[src/rfrc_pkg.sv]
// shared types, constants and crc helper for the radio frame receive checker
package rfrc_pkg;

  localparam int unsigned HdrBytes = 8;
  localparam logic [15:0] CrcInit  = 16'hFFFF;
  localparam logic [15:0] CrcPoly  = 16'h1021;
  localparam logic [7:0]  Bcast    = 8'hFF;
  localparam logic [7:0]  CntMax   = 8'hFF;

  // header byte positions
  localparam logic [2:0] PosMagic   = 3'd0;
  localparam logic [2:0] PosType    = 3'd1;
  localparam logic [2:0] PosEventHi = 3'd2;
  localparam logic [2:0] PosEventLo = 3'd3;
  localparam logic [2:0] PosStation = 3'd4;
  localparam logic [2:0] PosSeqHi   = 3'd5;
  localparam logic [2:0] PosSeqLo   = 3'd6;
  localparam logic [2:0] PosLen     = 3'd7;

  typedef enum logic [2:0] {
    StOk      = 3'd0,
    StShort   = 3'd1,
    StMagic   = 3'd2,
    StLength  = 3'd3,
    StCrc     = 3'd4,
    StEvent   = 3'd5,
    StStation = 3'd6
  } status_e;

  typedef enum logic [1:0] {
    CfgMagic   = 2'd0,
    CfgEvent   = 2'd1,
    CfgStation = 2'd2
  } cfg_idx_e;

  localparam logic KindPayload = 1'b0;
  localparam logic KindVerdict = 1'b1;

  typedef struct packed {
    logic        kind;
    logic [7:0]  value;
    logic [7:0]  index;
    status_e     status;
    logic [7:0]  ptype;
    logic [15:0] seq;
    logic [7:0]  len;
  } result_t;

  typedef struct packed {
    logic [7:0]  magic;
    logic [15:0] evt;
    logic [7:0]  station;
  } cfg_t;

  // crc-16/ccitt-false, one byte, msb first
  function automatic logic [15:0] crc_byte(logic [15:0] crc, logic [7:0] b);
    logic [15:0] c;
    c = crc ^ {b, 8'h00};
    for (int k = 0; k < 8; k++) begin
      c = c[15] ? ((c << 1) ^ CrcPoly) : (c << 1);
    end
    return c;
  endfunction

endpackage

[src/rfrc_frame_core.sv]
// frame state, header capture, crc and verdict logic
module rfrc_frame_core import rfrc_pkg::*; (
  input  logic       clk_i,
  input  logic       rst_ni,
  input  logic       step_i,
  input  logic [7:0] byte_i,
  input  logic       last_i,
  input  cfg_t       cfg_i,
  output logic       res_valid_o,
  output result_t    res_o
);

  logic [7:0]  cnt_q, cnt_d;
  logic [15:0] crc_q, crc_d;
  logic [15:0] crc_end_q, crc_end_d;
  logic [15:0] rcv_crc_q, rcv_crc_d;
  logic [7:0]  magic_q, magic_d;
  logic [7:0]  type_q, type_d;
  logic [15:0] event_q, event_d;
  logic [7:0]  station_q, station_d;
  logic [15:0] seq_q, seq_d;
  logic [7:0]  len_q, len_d;

  logic        sat, in_hdr, in_pay, crc_hi, crc_lo, fwd;
  logic [8:0]  p9, pay_end;
  logic [15:0] crc_next;
  logic [7:0]  n;
  status_e     st;

  assign sat      = (cnt_q == CntMax);
  assign in_hdr   = (cnt_q < 8'(HdrBytes));
  assign p9       = {1'b0, cnt_q};
  assign crc_next = crc_byte(crc_q, byte_i);

  always_comb begin
    magic_d   = magic_q;
    type_d    = type_q;
    event_d   = event_q;
    station_d = station_q;
    seq_d     = seq_q;
    len_d     = len_q;
    if (!sat && in_hdr) begin
      case (cnt_q[2:0])
        PosMagic:   magic_d   = byte_i;
        PosType:    type_d    = byte_i;
        PosEventHi: event_d   = {byte_i, event_q[7:0]};
        PosEventLo: event_d   = {event_q[15:8], byte_i};
        PosStation: station_d = byte_i;
        PosSeqHi:   seq_d     = {byte_i, seq_q[7:0]};
        PosSeqLo:   seq_d     = {seq_q[15:8], byte_i};
        PosLen:     len_d     = byte_i;
        default:    len_d     = len_q;
      endcase
    end
  end

  assign pay_end = 9'(HdrBytes) + {1'b0, len_d};
  assign in_pay  = !in_hdr && (p9 < pay_end);
  assign crc_hi  = !in_hdr && (p9 == pay_end);
  assign crc_lo  = !in_hdr && (p9 == pay_end + 9'd1);
  assign fwd     = !sat && in_pay;

  always_comb begin
    crc_d     = crc_q;
    crc_end_d = crc_end_q;
    rcv_crc_d = rcv_crc_q;
    cnt_d     = cnt_q;
    if (!sat) begin
      if (in_hdr || in_pay) begin
        crc_d = crc_next;
      end
      if (crc_hi) begin
        rcv_crc_d = {byte_i, rcv_crc_q[7:0]};
      end
      if (crc_lo) begin
        rcv_crc_d = {rcv_crc_q[15:8], byte_i};
      end
      if (p9 + 9'd1 == pay_end) begin
        crc_end_d = crc_d;
      end
      cnt_d = cnt_q + 8'd1;
    end
  end

  assign n = cnt_d;

  always_comb begin
    if (n < 8'(HdrBytes + 2)) begin
      st = StShort;
    end else if (magic_d != cfg_i.magic) begin
      st = StMagic;
    end else if ((10'(HdrBytes + 2) + {2'b00, len_d}) > {2'b00, n}) begin
      st = StLength;
    end else if (rcv_crc_d != crc_end_d) begin
      st = StCrc;
    end else if (event_d != cfg_i.evt) begin
      st = StEvent;
    end else if (station_d != cfg_i.station && station_d != Bcast) begin
      st = StStation;
    end else begin
      st = StOk;
    end
  end

  always_comb begin
    res_o = '0;
    if (last_i) begin
      res_o.kind   = KindVerdict;
      res_o.status = st;
      res_o.ptype  = type_d;
      res_o.seq    = seq_d;
      res_o.len    = len_d;
    end else begin
      res_o.kind   = KindPayload;
      res_o.status = StOk;
      res_o.value  = byte_i;
      res_o.index  = cnt_q - 8'(HdrBytes);
    end
  end

  assign res_valid_o = step_i && (last_i || fwd);

  always_ff @(posedge clk_i or negedge rst_ni) begin
    if (!rst_ni) begin
      cnt_q     <= '0;
      crc_q     <= CrcInit;
      crc_end_q <= '0;
      rcv_crc_q <= '0;
      magic_q   <= '0;
      type_q    <= '0;
      event_q   <= '0;
      station_q <= '0;
      seq_q     <= '0;
      len_q     <= '0;
    end else if (step_i) begin
      if (last_i) begin
        cnt_q     <= '0;
        crc_q     <= CrcInit;
        crc_end_q <= '0;
        rcv_crc_q <= '0;
        magic_q   <= '0;
        type_q    <= '0;
        event_q   <= '0;
        station_q <= '0;
        seq_q     <= '0;
        len_q     <= '0;
      end else begin
        cnt_q     <= cnt_d;
        crc_q     <= crc_d;
        crc_end_q <= crc_end_d;
        rcv_crc_q <= rcv_crc_d;
        magic_q   <= magic_d;
        type_q    <= type_d;
        event_q   <= event_d;
        station_q <= station_d;
        seq_q     <= seq_d;
        len_q     <= len_d;
      end
    end
  end

`ifndef SYNTH
  a_clear_after_end: assert property (@(posedge clk_i) disable iff (!rst_ni)
    step_i && last_i |=> cnt_q == '0 && crc_q == CrcInit)
    else $error("frame state not cleared after frame end");
  a_count_steps: assert property (@(posedge clk_i) disable iff (!rst_ni)
    step_i && !last_i && !sat |=> cnt_q == $past(cnt_q) + 8'd1)
    else $error("byte count did not advance");
  a_fwd_past_hdr: assert property (@(posedge clk_i) disable iff (!rst_ni)
    res_valid_o && res_o.kind == KindPayload |-> !in_hdr && !sat)
    else $error("payload forwarded from header or saturated frame");
`endif

endmodule

[config.mk]
export PLATFORM = sky130hd
export DESIGN_NAME = rfrc_frame_core
export DESIGN_NICKNAME = d
export VERILOG_FILES = /design/src/rfrc_pkg.sv /design/src/rfrc_frame_core.sv
export SDC_FILE = /design/constraint.sdc
export NUM_CORES = 1
export LEC_CHECK = 0
export ABC_AREA = 1
export BUFFER_PORTS_ARGS = -buffer_cell sky130_fd_sc_hd__buf_2
export CORE_ASPECT_RATIO = 0.9
export CORE_MARGIN = 1
export CORE_UTILIZATION = 60
export CTS_BUF_LIST = sky130_fd_sc_hd__clkbuf_4 sky130_fd_sc_hd__clkbuf_8 sky130_fd_sc_hd__clkbuf_16
export DETAILED_ROUTE_END_ITERATION = 8
export PLACE_DENSITY = 0.83
export SYNTH_ARGS = -nofsm -noshare
export SYNTH_HDL_FRONTEND = slang
export SYNTH_SLANG_ARGS = --single-unit
[constraint.sdc]
create_clock -name clk_i -period 8.98 [get_ports clk_i]
set_input_delay 1.796 -clock clk_i [delete_from_list [all_inputs] [get_ports clk_i]]
set_output_delay 1.796 -clock clk_i [all_outputs]
set_load 0.02 [all_outputs]
After elaboration in Yosys (flattened, before gate mapping)
Index checks and enable logic that the tools add are counted.
{ "totals": {"register_bits": 120, "wordCells": 107} }
{ "op_classes": {"mux": 48, "addsub": 6, "bitwise_logic": 9, "reduce_logical": 13, "eq_ne": 17, "n_lt_le_gt_ge": 4} }
{ "op_table": {"columns": ["op", "count"], "rows": [
  ["two-way mux 16 bit", 15],
  ["two-way mux 8 bit", 14],
  ["two-way mux 13 bit", 8],
  ["case mux 16 bit (2 select lines)", 2],
  ["two-way mux 32 bit", 1],
  ["!= test 16 bit", 2],
  ["NOT 3 bit", 8],
  ["two-way mux 3 bit", 7],
  ["adder 4 x 8 -> 9 bit (first input constant)", 2],
  ["equality test 8 x 9 -> 1 bit", 2],
  ["less-than comparator 8 x 4 -> 1 bit (second input constant)", 2],
  ["!= test 8 bit", 2],
  ["XOR 16 bit", 1],
  ["equality test 3 bit (second input constant)", 4],
  ["adder 8 x 1 -> 9 bit (second input constant)", 1],
  ["adder 9 x 1 -> 9 bit (second input constant)", 1],
  ["equality test 9 bit", 1],
  ["> comparator 9 x 8 -> 1 bit", 1],
  ["less-than comparator 8 x 9 -> 1 bit", 1],
  ["adder 8 x 1 -> 8 bit (second input constant)", 1],
  ["equality test 8 bit (second input constant)", 1],
  ["!= test 8 bit (second input constant)", 1],
  ["subtractor 8 x 4 -> 8 bit (second input constant)", 1],
  ["logical AND 1 bit", 7],
  ["8 further kinds", 11]
]} }

Depth between registers and ports, before layout
{ "logic_depth": {"depth_word": 26, "depth_mapped": 34, "ltp_nobuf": 33} }

Least setup slack after synthesis
OpenSTA, ideal clock, no wires.
{ "synth_path": {"path_kind": "input to output", "from": "input byte_i[3]", "to": "output res_o[33] (netlist name)", "t_arrival_ns": 4.993, "setup_slack_ns": 2.191, "path_stages": 26, "required_time_ns": 7.184, "path_cell_list": "inv_2 > nand2_1 > nand2_1 > nand3_1 > nand2_1 > inv_1 > ha_1 > nand3_1 > nor2_1 > nand2_1 > nand2_1 > inv_2 > ha_1 > nand4_1 > nor3_1 > nand4_2 > buf_2 > o21ai_0 > inv_1 > nand3_1 > nand2_1 > nor2_1 > nand2_1 > nor2_2 > nand4_1 > a21oi_1"} }
{ "synth_rtl": {"columns": ["item", "line", "text"], "rows": [
  ["start, declared", "rfrc_frame_core.sv:6", "input logic [7:0] byte_i,"],
  ["end, declared", "rfrc_frame_core.sv:10", "output result_t res_o"]
]} }

==> results.cfg <==
[floorplanning]
coreArea_um2 = 14000
row_count = 41
start_util_pct = 61.5
die_y_um = 116
dieArea_um2 = 14800
design.portCount = 97
fp.dieW_um = 128

[status]
status = finished, final reports clean

[power]
finalPower_mw = 1.90
p_per_area_nw_per_um2 = 194
seq_power_share_pct = 34.9
swShare_pct = 35.4
p_leak_nw = 4.71
p_int_mw = 1.23
peakVddDrop_mv = 0.177
p_switching_mw = 0.672
combPwrFrac_pct = 27.7
p_clk_share_pct = 37.4

[synthesis]
yosysSeqAreaShare_pct = 35.1
synth_async_sr_flop_share_pct = 100
syn_avg_cell_area_um2 = 7.26
synth_edf_count = 0
syn_inst = 1188
ys_warn_count = 0
yosysUniqueCellTypes = 43
syn_nets = 1260
synth_seq_cells = 120
ys.flop_type = dfrtp_1
syn-cell-area_um2 = 8620

[clock_tree]
cts_setup_buffers = 0
cts_resized = 0
cts_buffers = 17
clock_sinks = 120
cts_tree = yes
root_buffer = clkbuf_16
insertion_delay_ns = 0.43
hold_buffers = 0
htreeDepth = 4
path_clk_slew_ns = 0.06
clockBufferDepth = 2

[routing]
drt_pre_antenna_iters = 6
wl_per_cell_um = 17.7
wl_um = 25900
drt_iter0_markers = 957
ant_nets = 0
drc_errors = 0
vias = 8617
routed_via_density = 5.88

[final_layout]
fin_util_pct = 69.7
fillers = 1115
final_design_area_no_fill_um2 = 9760
multi_input_area_um2 = 4630
post_layout_nonfiller_instances = 1466
syn_to_final_growth_pct = 13.2
finalNetCount = 1332
seq_area_um2 = 3020
antenna_cells = 0
drive_gt1_share_pct = 17.1

[job]
drv_cap = 0

[global_routing]
grt_overflow = 0
grt_start_max_net_pins = 83
grtUsageTotal_pct = 36.7
antenna_found_initial = 0
grt_pass1_vias = 7972
grt_pass1_wl_um = 41700

[setup_path]
cp.required_ns = 7.18
critPathMaxStageDelay_ns = 0.46
cp.arrival_ns = 6.61
cp_common_cell = nand2_1
cp-end-kind = primary output
critPathLaunchType = input port
cpMaxStageDelayCell = nand3_2
path_class = input port to primary output
cp_max_fo = 29

[sta]
fin_worst_skew_ns = 0.00840
layout_min_cycle_time_ns = 8.40
worstMarginPinSlew_ns = 1.16
hold_viol_final = 0
setup_viol = 0
rsz0062_at_grt = no
period_share_pct = 93.6
max_freq_ghz = 0.119
slew_headroom_pct = 22.4
fin_tns_setup_ns = 0
setup_ws_ns = 0.578
drv_slew = 0
holdWs_ns = 0.527

[place]
placed_cell_area_um2 = 9160
dp.cells = 1434
dp_hpwl_um = 17700
port_buffers = 96
post-place-ws_ns = 0.793
gp_congestion = 0.950

[hold_path]
hp-class = flop to flop
## registers in the layout, indices dropped and copies added (netlist names), 16 cells and up
name / flops
crc_end_q: 16
event_q: 16
seq_q: 16
crc_q: 16
rcv_crc_q: 16
## cell usage in the layout, fill, tap and decap left out, drive strengths merged
cell / netlist / layout
clkbuf: 32 / 18
clkinv: 9 / 10
inv: 183 / 189
a21boi: 1 / 1
clkinvlp: 0 / 5
a21oi: 22 / 22
dfstp: 16 / 16
o21ai: 76 / 76
nand3b: 1 / 1
or2: 7 / 7
a22oi: 18 / 18
nor4: 9 / 9
or3: 1 / 1
ha: 28 / 28
nor2: 93 / 93
o22ai: 114 / 114
nor3: 11 / 11
o21bai: 2 / 2
xnor2: 31 / 31
xor2: 30 / 30
nand3: 88 / 88
buf: 18 / 103
nand2: 264 / 264
dfrtp: 104 / 104
bufinv: 0 / 2
a221oi: 1 / 1
nand4: 29 / 29
## final cells by class
cell class | count | area share, %
Clock buffer | 18 | 4.50
Sequential cell | 120 | 31.0
Timing Repair Buffer | 103 | 5.51
Tap cell | 193 | 2.47
Multi-Input combinational cell | 826 | 47.5
Inverter | 192 | 7.40
Clock inverter | 14 | 1.68
## kinds of logic after synthesis
logic type / synth area share (%)
fa+ha+maj: 4.06
xor+xnor: 6.37
buf+inv: 11.2
compound gates: 16.0
simple gates: 27.3
flops: 35.1
## routing by layer
layer / track usage, % / routed length (µm) / vias to the layer above / part of all wire, %
li1: - / - / 4096 / -
met1: 52.2 / 11500 / 3998 / 44
met2: 54.3 / 11200 / 471 / 43
met3: 9.05 / 2630 / 52 / 10
met4: 13.4 / 646 / 0 / 2.5
met5: 0 / 0 / - / 0
## worst max-delay path, delay by kind of cell
| kind | cells | cell delay [ns] |
|---|---|---|
| simple gates | 19 | 2.61 |
| buf+inv | 5 | 0.87 |
| fa+ha+maj | 2 | 0.72 |
| compound gates | 3 | 0.56 |
## power groups by stage
stage | logic, mW | registers (mW) | clock network (mW)
3_3_place_gp | 0.502 | 0.667 | 0
5_1_grt | 0.589 | 0.668 | 0.734
3_5_place_dp | 0.512 | 0.668 | 0
2_1_floorplan | 0.386 | 0.653 | 0
4_1_cts | 0.517 | 0.660 | 0.708
6_report | 0.526 | 0.662 | 0.709
## path summary, 6_finish.rpt
check,startpoint,to,slack [ns],cells past startpoint
worst max register to register,cnt_q[1]$_DFFE_PN0P_,crc_end_q[3]$_DFFE_PN0P_,3.93,22
min in group asynchronous,rst_ni,cnt_q[7]$_DFFE_PN0P_,1.42,1
worst max-delay path,byte_i[3],res_o[32],0.58,29
worst min register to register,crc_q[13]$_DFFE_PN1P_,crc_q[13]$_DFFE_PN1P_,0.53,2
worst min-delay path,crc_q[13]$_DFFE_PN1P_,crc_q[13]$_DFFE_PN1P_,0.53,2
max in group asynchronous,rst_ni,crc_end_q[10]$_DFFE_PN0P_,6.19,2
## synthesized netlist by cell type, drive strengths merged, types with 11 or more instances
library cell  instances  area [µm²]
a21oi                22         114
a22oi                18         135
buf                  18         126
clkbuf               32         120
dfrtp               104        2600
dfstp                16         420
ha                   28         350
inv                 183         687
nand2               264        1070
nand3                88         490
nand4                29         209
nor2                 93         404
nor3                 11        60.1
o21ai                76         384
o22ai               114         713
xnor2                31         272
xor2                 30         278
Power figures use the tool's default switching activity.
